## config.mk

```make
export PLATFORM = sky130hd
export DESIGN_NAME = priority_ready_queue_scheduler
export DESIGN_NICKNAME = d
export VERILOG_FILES = /design/src/rtl/prqs_pkg.sv /design/src/rtl/prqs_ram.sv /design/src/rtl/priority_ready_queue_scheduler.sv
export SDC_FILE = /design/constraint.sdc
export NUM_CORES = 2
export LEC_CHECK = 0
export CORE_ASPECT_RATIO = 1.2
export CORE_MARGIN = 5
export CORE_UTILIZATION = 54
export DETAILED_ROUTE_END_ITERATION = 12
export DONT_BUFFER_PORTS = 1
export MAX_ROUTING_LAYER = met4
export PLACE_DENSITY = 0.81
export SLEW_MARGIN = 40
export SYNTH_ARGS = -nofsm -noshare
export SYNTH_HDL_FRONTEND = slang
export SYNTH_HIERARCHICAL = 1
export SYNTH_SLANG_ARGS = --single-unit
```

## constraint.sdc

```tcl
create_clock -name clock -period 4.6 [get_ports clock]
set_clock_uncertainty 0.05 [all_clocks]
set_input_delay 0.69 -clock clock [delete_from_list [all_inputs] [get_ports clock]]
set_output_delay 0.69 -clock clock [all_outputs]
set_load 0.1 [all_outputs]
```

## src/rtl/prqs_pkg.sv

```systemverilog
// Shared constants and defaults for the priority ready-queue scheduler.
`timescale 1ns / 1ps
package prqs_pkg;

   localparam int NUM_PROCS_DEFAULT = 64;
   localparam int PRIO_BITS_DEFAULT = 8;

   localparam int CMD_W    = 3;
   localparam int TGT_W    = 6;
   localparam int NPRIO_W  = 8;
   localparam int STATUS_W = 2;
   localparam int OID_W    = 6;
   localparam int LIFE_W   = 2;

   localparam logic [CMD_W-1:0] CMD_CREATE    = 3'd0;
   localparam logic [CMD_W-1:0] CMD_YIELD     = 3'd1;
   localparam logic [CMD_W-1:0] CMD_BLOCK     = 3'd2;
   localparam logic [CMD_W-1:0] CMD_UNBLOCK   = 3'd3;
   localparam logic [CMD_W-1:0] CMD_TERMINATE = 3'd4;

   localparam logic [STATUS_W-1:0] ST_OK          = 2'd0;
   localparam logic [STATUS_W-1:0] ST_FULL        = 2'd1;
   localparam logic [STATUS_W-1:0] ST_INVALID     = 2'd2;
   localparam logic [STATUS_W-1:0] ST_NOT_BLOCKED = 2'd3;

   localparam logic [LIFE_W-1:0] LS_FREE    = 2'd0;
   localparam logic [LIFE_W-1:0] LS_READY   = 2'd1;
   localparam logic [LIFE_W-1:0] LS_RUNNING = 2'd2;
   localparam logic [LIFE_W-1:0] LS_BLOCKED = 2'd3;

endpackage

```

## src/rtl/prqs_ram.sv

```systemverilog
// Generic single-write, single-read RAM with registered read data.
`timescale 1ns / 1ps
module prqs_ram #(
   parameter int WIDTH = 8,
   parameter int DEPTH = 64
) (
   input  logic                     clock,
   input  logic                     wr_en,
   input  logic [$clog2(DEPTH)-1:0] wr_addr,
   input  logic [WIDTH-1:0]         wr_data,
   input  logic [$clog2(DEPTH)-1:0] rd_addr,
   output logic [WIDTH-1:0]         rd_data
);

   logic [WIDTH-1:0] mem_ff [DEPTH];
   logic [WIDTH-1:0] rd_data_ff;

   always_ff @(posedge clock) begin
      if (wr_en) begin
         mem_ff[wr_addr] <= wr_data;
      end
      rd_data_ff <= mem_ff[rd_addr];
   end

   assign rd_data = rd_data_ff;

endmodule

```

## src/rtl/priority_ready_queue_scheduler.sv

```systemverilog
// Top level: process table, sorted ready queue and command sequencer.
//
//  channel | direction | ports                                         | handshake
//  req     | in        | req_cmd, req_target_id, req_new_priority      | req_valid / req_ready
//  rsp     | out       | rsp_status, rsp_created_id, rsp_running_id,   | rsp_valid / rsp_ready
//          |           | rsp_switched, rsp_previous_id                 |
//
// The ready queue holds at most NUM_PROCS-1 entries. The queue RAM is walked one entry
// per cycle for each insert or removal, and a yield with a process running performs two
// such walks, an insert and a dispatch.
// Reset needs no clearing pass; unwritten table slots are told apart by the
// id counter. The result register holds a result until taken; the next command is
// accepted meanwhile and is only held back if its own result would overwrite it.
`timescale 1ns / 1ps
module priority_ready_queue_scheduler
   import prqs_pkg::*;
#(
   parameter int NUM_PROCS = NUM_PROCS_DEFAULT,
   parameter int PRIO_BITS = PRIO_BITS_DEFAULT
) (
   input  logic                clock,
   input  logic                reset,
   input  logic                req_valid,
   output logic                req_ready,
   input  logic [CMD_W-1:0]    req_cmd,
   input  logic [TGT_W-1:0]    req_target_id,
   input  logic [NPRIO_W-1:0]  req_new_priority,
   output logic                rsp_valid,
   input  logic                rsp_ready,
   output logic [STATUS_W-1:0] rsp_status,
   output logic [OID_W-1:0]    rsp_created_id,
   output logic [OID_W-1:0]    rsp_running_id,
   output logic                rsp_switched,
   output logic [OID_W-1:0]    rsp_previous_id
);

   localparam int ID_W  = $clog2(NUM_PROCS);
   localparam int CNT_W = $clog2(NUM_PROCS + 1);
   localparam int PRIO_W = PRIO_BITS;

   typedef struct packed {
      logic [PRIO_W-1:0] prio;
      logic [ID_W-1:0]   id;
   } qent_type;

   typedef struct packed {
      logic [PRIO_W-1:0] prio;
      logic [LIFE_W-1:0] life;
   } tent_type;

   typedef enum logic [3:0] {
      S_IDLE, S_DECODE, S_EVAL, S_ENQ_START, S_ENQ, S_ENQ_ZERO,
      S_REM_START, S_REM, S_DISP, S_DISP_FIN, S_RESP
   } state_type;

   state_type state_ff, state_in;

   logic [CMD_W-1:0]    cmd_ff, cmd_in;
   logic [TGT_W-1:0]    tgt_ff, tgt_in;
   logic [PRIO_W-1:0]   prio_ff, prio_in;
   logic [ID_W-1:0]     prev_ff, prev_in;
   logic [ID_W-1:0]     running_ff, running_in;
   logic [CNT_W-1:0]    counter_ff, counter_in;
   logic [CNT_W-1:0]    len_ff, len_in;
   logic                one_wr_ff, one_wr_in;
   logic [ID_W-1:0]     look_ff, look_in;
   logic [ID_W-1:0]     enq_id_ff, enq_id_in;
   logic [PRIO_W-1:0]   enq_prio_ff, enq_prio_in;
   logic [ID_W-1:0]     i_ff, i_in;
   logic                found_ff, found_in;
   logic                head_ff, head_in;
   logic [ID_W-1:0]     rem_id_ff, rem_id_in;
   logic [PRIO_W-1:0]   rem_prio_ff, rem_prio_in;
   logic [STATUS_W-1:0] status_ff, status_in;
   logic [ID_W-1:0]     created_ff, created_in;

   logic                rsp_valid_ff, rsp_valid_in;
   logic [STATUS_W-1:0] rsp_status_ff, rsp_status_in;
   logic [OID_W-1:0]    rsp_created_ff, rsp_created_in;
   logic [OID_W-1:0]    rsp_running_ff, rsp_running_in;
   logic                rsp_switched_ff, rsp_switched_in;
   logic [OID_W-1:0]    rsp_previous_ff, rsp_previous_in;

   logic                t_we;
   logic [ID_W-1:0]     t_waddr, t_raddr;
   tent_type            t_wdata, t_rdata, tent;
   logic                q_we;
   logic [ID_W-1:0]     q_waddr, q_raddr;
   qent_type            q_wdata, q_rdata;

   logic                rem_match, rem_last;
   state_type           after_enq, after_rem;

   prqs_ram #(.WIDTH(PRIO_W + LIFE_W), .DEPTH(NUM_PROCS)) u_table (
      .clock   (clock),
      .wr_en   (t_we),
      .wr_addr (t_waddr),
      .wr_data (t_wdata),
      .rd_addr (t_raddr),
      .rd_data (t_rdata)
   );

   prqs_ram #(.WIDTH(PRIO_W + ID_W), .DEPTH(NUM_PROCS)) u_queue (
      .clock   (clock),
      .wr_en   (q_we),
      .wr_addr (q_waddr),
      .wr_data (q_wdata),
      .rd_addr (q_raddr),
      .rd_data (q_rdata)
   );

   // slots never handed out read as free; the idle slot reads as running until written
   always_comb begin
      tent = t_rdata;
      if (look_ff == '0 || CNT_W'(look_ff) >= counter_ff) begin
         tent = '{prio: '0, life: LS_FREE};
      end else if (look_ff == ID_W'(1) && !one_wr_ff) begin
         tent = '{prio: '0, life: LS_RUNNING};
      end
   end

   assign after_enq = (cmd_ff == CMD_YIELD) ? S_DISP : S_RESP;
   assign after_rem = (look_ff == running_ff) ? S_DISP : S_RESP;
   assign rem_match = head_ff ? (i_ff == '0) : (q_rdata.id == look_ff);
   assign rem_last  = (CNT_W'(i_ff) + CNT_W'(1)) == len_ff;

   always_comb begin
      state_in        = state_ff;
      cmd_in          = cmd_ff;
      tgt_in          = tgt_ff;
      prio_in         = prio_ff;
      prev_in         = prev_ff;
      running_in      = running_ff;
      counter_in      = counter_ff;
      len_in          = len_ff;
      one_wr_in       = one_wr_ff;
      look_in         = look_ff;
      enq_id_in       = enq_id_ff;
      enq_prio_in     = enq_prio_ff;
      i_in            = i_ff;
      found_in        = found_ff;
      head_in         = head_ff;
      rem_id_in       = rem_id_ff;
      rem_prio_in     = rem_prio_ff;
      status_in       = status_ff;
      created_in      = created_ff;
      rsp_valid_in    = rsp_valid_ff;
      rsp_status_in   = rsp_status_ff;
      rsp_created_in  = rsp_created_ff;
      rsp_running_in  = rsp_running_ff;
      rsp_switched_in = rsp_switched_ff;
      rsp_previous_in = rsp_previous_ff;
      t_we    = 1'b0;
      t_waddr = '0;
      t_wdata = '0;
      t_raddr = '0;
      q_we    = 1'b0;
      q_waddr = '0;
      q_wdata = '0;
      q_raddr = '0;

      if (rsp_valid_ff && rsp_ready) begin
         rsp_valid_in = 1'b0;
      end

      unique case (state_ff)
         S_IDLE: begin
            if (req_valid) begin
               cmd_in     = req_cmd;
               tgt_in     = req_target_id;
               prio_in    = PRIO_W'(req_new_priority);
               prev_in    = running_ff;
               status_in  = ST_OK;
               created_in = '0;
               state_in   = S_DECODE;
            end
         end
         S_DECODE: begin
            case (cmd_ff) inside
               CMD_CREATE: begin
                  if (counter_ff >= CNT_W'(NUM_PROCS)) begin
                     status_in = ST_FULL;
                     state_in  = S_RESP;
                  end else begin
                     created_in  = ID_W'(counter_ff);
                     counter_in  = counter_ff + CNT_W'(1);
                     t_we        = 1'b1;
                     t_waddr     = ID_W'(counter_ff);
                     t_wdata     = '{prio: prio_ff, life: LS_READY};
                     enq_id_in   = ID_W'(counter_ff);
                     enq_prio_in = prio_ff;
                     state_in    = S_ENQ_START;
                  end
               end
               CMD_YIELD: begin
                  if (running_ff != '0) begin
                     t_raddr  = running_ff;
                     look_in  = running_ff;
                     state_in = S_EVAL;
                  end else begin
                     state_in = S_DISP;
                  end
               end
               CMD_BLOCK, CMD_UNBLOCK, CMD_TERMINATE: begin
                  if (tgt_ff == '0 || 32'(tgt_ff) >= NUM_PROCS) begin
                     status_in = ST_INVALID;
                     state_in  = S_RESP;
                  end else begin
                     t_raddr  = ID_W'(tgt_ff);
                     look_in  = ID_W'(tgt_ff);
                     state_in = S_EVAL;
                  end
               end
               default: begin
                  status_in = ST_INVALID;
                  state_in  = S_RESP;
               end
            endcase
         end
         S_EVAL: begin
            if (cmd_ff == CMD_YIELD) begin
               t_we        = 1'b1;
               t_waddr     = look_ff;
               t_wdata     = '{prio: tent.prio, life: LS_READY};
               enq_id_in   = look_ff;
               enq_prio_in = tent.prio;
               state_in    = S_ENQ_START;
            end else if (tent.life == LS_FREE) begin
               status_in = ST_INVALID;
               state_in  = S_RESP;
            end else begin
               case (cmd_ff)
                  CMD_UNBLOCK: begin
                     if (tent.life != LS_BLOCKED) begin
                        status_in = ST_NOT_BLOCKED;
                        state_in  = S_RESP;
                     end else begin
                        t_we        = 1'b1;
                        t_waddr     = look_ff;
                        t_wdata     = '{prio: tent.prio, life: LS_READY};
                        enq_id_in   = look_ff;
                        enq_prio_in = tent.prio;
                        state_in    = S_ENQ_START;
                     end
                  end
                  default: begin
                     t_we    = 1'b1;
                     t_waddr = look_ff;
                     if (cmd_ff == CMD_TERMINATE) begin
                        t_wdata = '{prio: '0, life: LS_FREE};
                     end else begin
                        t_wdata = '{prio: tent.prio, life: LS_BLOCKED};
                     end
                     if (tent.life == LS_READY) begin
                        state_in = S_REM_START;
                     end else begin
                        state_in = after_rem;
                     end
                  end
               endcase
            end
         end
         S_ENQ_START: begin
            if (len_ff == '0) begin
               q_we     = 1'b1;
               q_waddr  = '0;
               q_wdata  = '{prio: enq_prio_ff, id: enq_id_ff};
               len_in   = len_ff + CNT_W'(1);
               state_in = after_enq;
            end else begin
               q_raddr  = ID_W'(len_ff - CNT_W'(1));
               i_in     = ID_W'(len_ff - CNT_W'(1));
               state_in = S_ENQ;
            end
         end
         S_ENQ: begin
            q_we    = 1'b1;
            q_waddr = i_ff + ID_W'(1);
            if (q_rdata.prio >= enq_prio_ff) begin
               q_wdata  = '{prio: enq_prio_ff, id: enq_id_ff};
               len_in   = len_ff + CNT_W'(1);
               state_in = after_enq;
            end else begin
               q_wdata = q_rdata;
               if (i_ff == '0) begin
                  state_in = S_ENQ_ZERO;
               end else begin
                  i_in    = i_ff - ID_W'(1);
                  q_raddr = i_ff - ID_W'(1);
               end
            end
         end
         S_ENQ_ZERO: begin
            q_we     = 1'b1;
            q_waddr  = '0;
            q_wdata  = '{prio: enq_prio_ff, id: enq_id_ff};
            len_in   = len_ff + CNT_W'(1);
            state_in = after_enq;
         end
         S_REM_START: begin
            head_in  = 1'b0;
            found_in = 1'b0;
            i_in     = '0;
            q_raddr  = '0;
            state_in = S_REM;
         end
         S_DISP: begin
            if (len_ff == '0) begin
               running_in = '0;
               state_in   = S_RESP;
            end else begin
               head_in  = 1'b1;
               found_in = 1'b0;
               i_in     = '0;
               q_raddr  = '0;
               state_in = S_REM;
            end
         end
         S_REM: begin
            if (found_ff) begin
               q_we    = 1'b1;
               q_waddr = i_ff - ID_W'(1);
               q_wdata = q_rdata;
            end else if (rem_match) begin
               found_in    = 1'b1;
               rem_id_in   = q_rdata.id;
               rem_prio_in = q_rdata.prio;
            end
            if (rem_last) begin
               if (found_ff || rem_match) begin
                  len_in = len_ff - CNT_W'(1);
               end
               state_in = head_ff ? S_DISP_FIN : after_rem;
            end else begin
               i_in    = i_ff + ID_W'(1);
               q_raddr = i_ff + ID_W'(1);
            end
         end
         S_DISP_FIN: begin
            t_we       = 1'b1;
            t_waddr    = rem_id_ff;
            t_wdata    = '{prio: rem_prio_ff, life: LS_RUNNING};
            running_in = rem_id_ff;
            state_in   = S_RESP;
         end
         S_RESP: begin
            if (!rsp_valid_ff || rsp_ready) begin
               rsp_valid_in    = 1'b1;
               rsp_status_in   = status_ff;
               rsp_created_in  = OID_W'(created_ff);
               rsp_running_in  = OID_W'(running_ff);
               rsp_switched_in = running_ff != prev_ff;
               rsp_previous_in = OID_W'(prev_ff);
               state_in        = S_IDLE;
            end
         end
         default: begin
            state_in = S_IDLE;
         end
      endcase

      if (t_we && t_waddr == ID_W'(1)) begin
         one_wr_in = 1'b1;
      end
   end

   always_ff @(posedge clock) begin
      if (reset) begin
         state_ff     <= S_IDLE;
         running_ff   <= ID_W'(1);
         counter_ff   <= CNT_W'(2);
         len_ff       <= '0;
         one_wr_ff    <= 1'b0;
         rsp_valid_ff <= 1'b0;
      end else begin
         state_ff     <= state_in;
         running_ff   <= running_in;
         counter_ff   <= counter_in;
         len_ff       <= len_in;
         one_wr_ff    <= one_wr_in;
         rsp_valid_ff <= rsp_valid_in;
      end
      cmd_ff          <= cmd_in;
      tgt_ff          <= tgt_in;
      prio_ff         <= prio_in;
      prev_ff         <= prev_in;
      look_ff         <= look_in;
      enq_id_ff       <= enq_id_in;
      enq_prio_ff     <= enq_prio_in;
      i_ff            <= i_in;
      found_ff        <= found_in;
      head_ff         <= head_in;
      rem_id_ff       <= rem_id_in;
      rem_prio_ff     <= rem_prio_in;
      status_ff       <= status_in;
      created_ff      <= created_in;
      rsp_status_ff   <= rsp_status_in;
      rsp_created_ff  <= rsp_created_in;
      rsp_running_ff  <= rsp_running_in;
      rsp_switched_ff <= rsp_switched_in;
      rsp_previous_ff <= rsp_previous_in;
   end

   assign req_ready       = (state_ff == S_IDLE);
   assign rsp_valid       = rsp_valid_ff;
   assign rsp_status      = rsp_status_ff;
   assign rsp_created_id  = rsp_created_ff;
   assign rsp_running_id  = rsp_running_ff;
   assign rsp_switched    = rsp_switched_ff;
   assign rsp_previous_id = rsp_previous_ff;

endmodule

```

; Word-level counts from Yosys, hierarchy flattened
; Memory sizes are Yosys's and may differ from the RTL's. A register that Yosys moved wholly into a read port is not among the register bits.
; Cells that the tools add are included.
[word_totals]
ff_bits = 120
latch_bits = 0
ramBits = 1536
romBits = 0
inputBits = 21
wordCells = 252
mem_count = 2
[memory_table]
columns = name, words, word_bits, rd, rd_ports_with_merged_regs, write_ports, line
row1 = u_queue.mem_ff, 64, 14, 1, 1, 1, prqs_ram.sv:15  ; logic [WIDTH-1:0] mem_ff [DEPTH];
row2 = u_table.mem_ff, 64, 10, 1, 1, 1, prqs_ram.sv:15
[op_classes]
add_sub_neg = 6
n_mul = 0
n_div = 0
order_cmp = 3
eq_ne = 48
shifts = 0
n_mux = 124
n_bitwise = 3
n_reduce_logical = 41
[op_table]
columns = op, n
row1 = two-way mux 6 bit, 34
row2 = two-way mux 10 bit, 9
row3 = two-way mux 4 bit, 18
row4 = case mux 14 bit (4 select lines), 1
row5 = two-way mux 8 bit, 6
row6 = case mux 6 bit (2 select lines), 4
row7 = case mux 4 bit (11 select lines), 1
row8 = two-way mux 14 bit, 3
row9 = case mux 6 bit (3 select lines), 2
row10 = "!= test 2 bit, second input constant", 17
row11 = case mux 10 bit (3 select lines), 1
row12 = case mux 6 bit (5 select lines), 1
row13 = two-way mux 7 bit, 4
row14 = case mux 7 bit (4 select lines), 1
row15 = two-way mux 2 bit, 13
row16 = "!= test 3 bit, second input constant", 8
row17 = two-way mux 1 bit, 20
row18 = zero test 6 bit, 3
row19 = "equality test 4 x 3 -> 1 bit, second input constant", 4
row20 = case mux 8 bit (2 select lines), 1
row21 = "adder 7 x 1 -> 7 bit, second input constant", 2
row22 = "equality test 4 bit, second input constant", 3
row23 = "equality test 6 x 1 -> 1 bit, second input constant", 2
row24 = equality test 6 bit, 2
row25 = 41 further kinds, 65

; Depth between registers and ports, before layout
[logic_depth]
ltp_word = 12
ltp_mapped = 21
ltp_nobuf = 14

; By module
; The synthesis kept the hierarchy.
[modules_own_cells]
columns = mod, n_inst, cells_each, area_each_um2
row1 = prqs_ram at u_queue, 1, 1550, 34958.5
row2 = prqs_ram at u_table, 1, 1118, 25101.6
row3 = priority_ready_queue_scheduler, 1, 684, 6796.5

; Worst setup path after synthesis
; Ideal clock, no wire load.
[synth_timing]
kind = register to register
from = reg enq_prio_ff[7]
to = mem u_queue/mem_ff[0][10] (netlist bit) (data pin)
setup_time_ns = 0.703
t_arrival_ns = 4.033
required_time_ns = 3.847
path_slack_ns = -0.186
path_stages_with_launch = 8
path_buffers = 0
period_less_slack_ns = 4.786
cell_sequence = edfxtp_1 > inv_1 > ha_1 > and3_1 > nand3_1 > o211ai_1 > nand3_1 > o21ai_0
[synth_lines]
columns = element, line
row1 = "start, declared", priority_ready_queue_scheduler.sv:68  ; logic [PRIO_W-1:0] enq_prio_ff, enq_prio_in;
row2 = "start signal, assigned", priority_ready_queue_scheduler.sv:389  ; enq_prio_ff <= enq_prio_in;
row3 = "end, declared", prqs_ram.sv:15

; Worst setup path after layout
[layout_timing]
from = reg i_ff[0]
to = reg u_queue.rd_data_ff[9] (netlist: u_queue/rd_data[9]) (read register of u_queue.mem_ff)
[layout_via]
elab_chain_len = 4
elab_cells_between_ends = 9
cone_classes = 3 x add/sub / 1 x eq/ne / 4 x mux / 1 x reduce/logical
[layout_rtl]
columns = element, line
row1 = "start, declared", priority_ready_queue_scheduler.sv:69  ; logic [ID_W-1:0] i_ff, i_in;
row2 = "start signal, assigned", priority_ready_queue_scheduler.sv:390  ; i_ff <= i_in;
row3 = adder 6 x 1 -> 7 bit (tied with other cells), priority_ready_queue_scheduler.sv:125  ; assign rem_last = (CNT_W'(i_ff) + CNT_W'(1)) == len_ff;
row4 = equality test 7 bit or two-way mux 6 bit (tied branches), "priority_ready_queue_scheduler.sv:125, priority_ready_queue_scheduler.sv:285"
row5 = two-way mux 6 bit (on tied branches), "priority_ready_queue_scheduler.sv:329, priority_ready_queue_scheduler.sv:279"
row6 = case mux 6 bit (3 select lines) *, priority_ready_queue_scheduler.sv:166  ; unique case (state_ff)
row7 = net q_raddr[2], priority_ready_queue_scheduler.sv:88  ; logic [ID_W-1:0] q_waddr, q_raddr;
row8 = "end, declared", prqs_ram.sv:16  ; logic [WIDTH-1:0] rd_data_ff;
; Mark *: on every way through the listed nets, which the timed path passes. The rest lies on a longest branch.
; A chain may end at the register's enable or synchronous reset.

==> impl_summary.md <==
Run status
The run finished with clean final reports.

Yosys
After synthesis, the most frequently instantiated cells are sky130_fd_sc_hd__edfxtp_1, sky130_fd_sc_hd__mux4_2, sky130_fd_sc_hd__nor2_1, sky130_fd_sc_hd__clkbuf_1, sky130_fd_sc_hd__mux2i_1. The number of enable-type register cells in the synthesized netlist is 1630. The number of warning messages in the yosys log is 6. The fraction of post-synthesis cell area in the top cell type by area is 73.2%. The average size of a mapped cell is 19.9 um^2. By area the synthesized netlist is led by sky130_fd_sc_hd__edfxtp_1, sky130_fd_sc_hd__mux4_2, sky130_fd_sc_hd__dfxtp_1. The most common flop cell mapped by yosys is sky130_fd_sc_hd__edfxtp_1. The register bit count reported by yosys is 1680.

In this run the cell area of the synthesized design comes to 66900 um^2. The total nets after synthesis is 3393. The number of distinct library cells after synthesis is 85. Among all cell types in the netlist, the one instantiated most often is sky130_fd_sc_hd__edfxtp_1. The share of flip-flops with an asynchronous set or reset after synthesis is 0%. The cell count after synthesis is 3352. The share of synthesized area occupied by flip-flops and latches is 74.7%.

Of all cell types, the one taking the most synthesized area is sky130_fd_sc_hd__edfxtp_1.

Routing
Using the TritonRoute via totals, the vias-per-cell ratio works out to 6.73. The uppermost signal routing layer after detailed routing is met4. The post-detailed-route count of antenna-violating nets is 0.

In the final routed layout, each cell accounts on average for 31.6 um. Wire segments on met2 add up to 84700 um in the final route. In the routed design, unresolved DRC markers number 0. The detailed-route wire length on metal 1 is 56500 um.

The wire length on met3 is 20700 um. The total number of vias is 36629. The detailed router finished its first iteration with 6026 violations. The wire length reported by the detailed router is 172000 um. For this run, the detailed router's first-pass iteration total came to 8.

Global route
Entering global routing, the biggest net connects 65 pins. The total global routing track utilization is 26.9%. The residual overflow from global routing is 0.

The number of antenna violations at the first check in global routing is 4. The global-route wire length before repair is 252000 um. The via count of the first global-routing pass is 36950.

Layout
The area of the multi-input gates is 16000 um^2. The sequential cells in the finished layout cover a total of 49900 um^2. The area overhead of the layout relative to synthesis is 14.7%.

The fraction of layout cells with a size suffix above 1 is 28.3%. At the end of the flow, the number of nets in the layout was 3713. The number of fillers in the final layout is 7716.

Critical path
Counting stages on the worst path, the most repeated cell is sky130_fd_sc_hd__mux2i_1. The slowest stage of the critical path is the sky130_fd_sc_hd__or4_4 cell. For the worst setup path, the data required time is 5.19 ns. The nature of the critical path endpoint is a register. The critical path is of the register to register type. The largest fanout of any net on the critical path is 28.

The reg-to-reg startpoint is i_ff[0]$_DFFE_PP_. The startpoint type of the worst setup path is a register. The delay of the slowest cell on the worst path is 0.51 ns. Walking the worst path, the cells encountered are inv_1, ha_1, xor2_1, a211oi_1, o2111ai_1, or4_4, nand2_1, o221ai_1, o2bb2ai_4, buf_12, mux4_2, mux2i_1, mux2i_1, a21oi_2, o21ai_0. The family with the most delay on the worst path is compound AO/OA/AOI/OAI gates. The arrival time of data at the critical path endpoint is 5.13 ns. The buffer and inverter count on the worst path is 2. In this run the worst setup path begins at i_ff[0]$_DFFE_PP_.

The worst reg-to-reg path cell count is 15. The number of logic stages on the critical path including buffering is 15. The endpoint of the most critical setup path is u_queue/rd_data[9]$_DFF_P_. In this run the register-to-register setup slack is 0.06 ns. In this run the critical register-to-register path is captured at u_queue/rd_data[9]$_DFF_P_.

Clocking
The number of buffers added by the clock tree synthesis step is 151. The tree is rooted in a sky130_fd_sc_hd__clkbuf_16. The TritonCTS clock tree is yes. At the later pin of the worst-skew pair, clock insertion delay measures 0.79 ns.

Counting every sink on the clock net gives 1680. In this run the number of H-tree levels came out at 4. The register clock-pin slew on the reported worst setup and hold paths is 0.07 ns. The largest buffer count on any clock path is 3.

Floorplanning
The number of placement rows is 141. After floorplanning, the core was sized to cover 123000 um^2. The die footprint is 131000 um^2. The starting density of the core is 54.3%.

The die height is 395 um. The number of placed I/O pins is 44. The die is 331 um wide.

Power and ir drop
Power comes to 37.2 mW. The worst ir drop on vdd is 0.448 mV. The leakage power summed over all cells is 24.5 nW. In this run the power density over the cells is 486 nW/um^2.

STA
Across all setup checks in the final design, the least slack found is 0.0593 ns. Setup violations remaining at the end of the flow were counted as 0. The routed design could run at a clock period as short as 4.54 ns. In the finished design, the share of the clock period the worst path needs comes to 98.7%.

The hold violation count in the final report is 0. The number of pins with negative max-slew slack in the final report is 0. The headroom to the max-slew limit is 40.5%.

At the pin with the least slew margin, the transition time is 0.895 ns. For this run, the top clock speed supported by timing is 0.220 GHz.

Min path
The path class of the tightest hold or removal check is input pin to register.

Placed design
The final weighted congestion in routability-driven placement is 0.930. The count of buffers from port buffering is 0. The pre-CTS setup slack is -0.136 ns. The placed wire-length estimate is 101000 um.

Run
The number of violations of the max-capacitance limit is 0.
stage by stage:
| step | instance area (um^2) | setup TNS [ns] | cells | hold slack (ns) | util (%) |
|---|---|---|---|---|---|
| floorplan | 66900 | -83.29 | 3352 | 0.350 | - |
| global placement | 71000 | -0.0740 | 5122 | 0.352 | 57.6 |
| detailed placement | 71300 | -0.176 | 5133 | 0.355 | 57.9 |
| CTS | 76500 | 0 | 5432 | 0.0370 | 62.2 |
| global route | 76700 | -0.00498 | 5444 | 0.0687 | 62.3 |
| finish | 76700 | 0 | 5445 | 0.0814 | 62.3 |
what timing repair did:
item / 4_1_cts / 5_1_grt
gates resized for setup: 4 / 13
hold endpoints to repair: 39 / 0
setup endpoints to repair: 14 / 56
setup buffers: 3 / 4
hold buffers: 18 / 0
pin swaps: 1 / 0
kinds of logic (layout without fill, tap and decap cells):
| group | Yosys count | after routing | synth area share, % |
|---|---|---|---|
| other cells | 0 | 4 | 0 |
| simple gates | 498 | 498 | 3.66 |
| mux | 517 | 517 | 15.1 |
| buf+inv | 250 | 695 | 1.88 |
| fa+ha+maj | 20 | 20 | 0.374 |
| compound gates | 346 | 346 | 3.72 |
| flops | 1680 | 1680 | 74.7 |
| xor+xnor | 41 | 41 | 0.582 |
how the worst min path moves through the flow:
stage / from / end / cells after the start
2_1_floorplan: created_ff[0]$_SDFFCE_PN0P_ / rsp_created_id[0]$_DFFE_PP_ / 0
3_3_place_gp: status_ff[1]$_DFFE_PP_ / rsp_status[1]$_DFFE_PP_ / 0
3_5_place_dp: created_ff[0]$_SDFFCE_PN0P_ / rsp_created_id[0]$_DFFE_PP_ / 0
4_1_cts: reset / one_wr_ff$_SDFFE_PP0P_ / 2
5_1_grt: reset / one_wr_ff$_SDFFE_PP0P_ / 2
6_report: reset / one_wr_ff$_SDFFE_PP0P_ / 2
per-layer routing:
layer	vias up	GRT usage, %
met5	-	-
met4	0	12.5
met3	639	6.49
met2	3036	42.9
met1	18535	32.9
li1	14419	-
registers in the layout (all words and copies together) (netlist names), 2 cells and up:
signal and cells:
u_queue/mem_ff 896, look_ff 6, enq_prio_ff 8, u_table/rd_data 10, u_table/mem_ff 640, counter_ff 7
status_ff 2, rsp_status 2, rsp_previous_id 6, rem_prio_ff 8, rem_id_ff 6, prev_ff 6
state_ff 4, i_ff 6, cmd_ff 3, tgt_ff 6, rsp_created_id 6, running_ff 6
rsp_running_id 6, u_queue/rd_data 14, prio_ff 8, enq_id_ff 6, created_ff 6, len_ff 7
power breakdown:
| part | leakage, nW | switching [mW] | internal, mW | total [mW] |
|---|---|---|---|---|
| clock | 2.43 | 5.63 | 7.25 | 12.9 |
| sequential | 15.6 | 0.459 | 18.1 | 18.6 |
| combinational | 6.43 | 3.83 | 1.96 | 5.79 |
placed cells by master, fill, tap and decap left out, types with 18 or more instances in the layout:
master                         n
sky130_fd_sc_hd__xor2_1       20
sky130_fd_sc_hd__clkbuf_1     29
sky130_fd_sc_hd__edfxtp_1   1630
sky130_fd_sc_hd__buf_12       36
sky130_fd_sc_hd__ha_1         19
sky130_fd_sc_hd__nand3_1      30
sky130_fd_sc_hd__o22ai_1      46
sky130_fd_sc_hd__buf_4       303
sky130_fd_sc_hd__a21oi_1      52
sky130_fd_sc_hd__xnor2_1      19
sky130_fd_sc_hd__mux2_2       34
sky130_fd_sc_hd__mux4_2      372
sky130_fd_sc_hd__mux2i_1      94
sky130_fd_sc_hd__o21ai_0      31
sky130_fd_sc_hd__bufinv_16    18
sky130_fd_sc_hd__clkinv_2     20
sky130_fd_sc_hd__nor2b_1      39
sky130_fd_sc_hd__clkbuf_16   152
sky130_fd_sc_hd__nand2_1      84
sky130_fd_sc_hd__nand2b_1     18
sky130_fd_sc_hd__nor2_1      199
sky130_fd_sc_hd__clkinv_1     28
sky130_fd_sc_hd__inv_1        36
sky130_fd_sc_hd__a211oi_1     24
sky130_fd_sc_hd__dfxtp_1      49
sky130_fd_sc_hd__a22oi_1      47
final cells by class:
class / count / area share (%)
inverters: 44 / 0.215
multi-input cells: 1422 / 20.8
well taps: 1644 / 2.68
clock inverters: 91 / 1.38
flip-flops and latches: 1680 / 65.1
clock buffers: 187 / 5.21
diodes: 4 / 0.0131
repair buffers: 373 / 4.57
No activity file was read; power rests on OpenSTA's default activity.
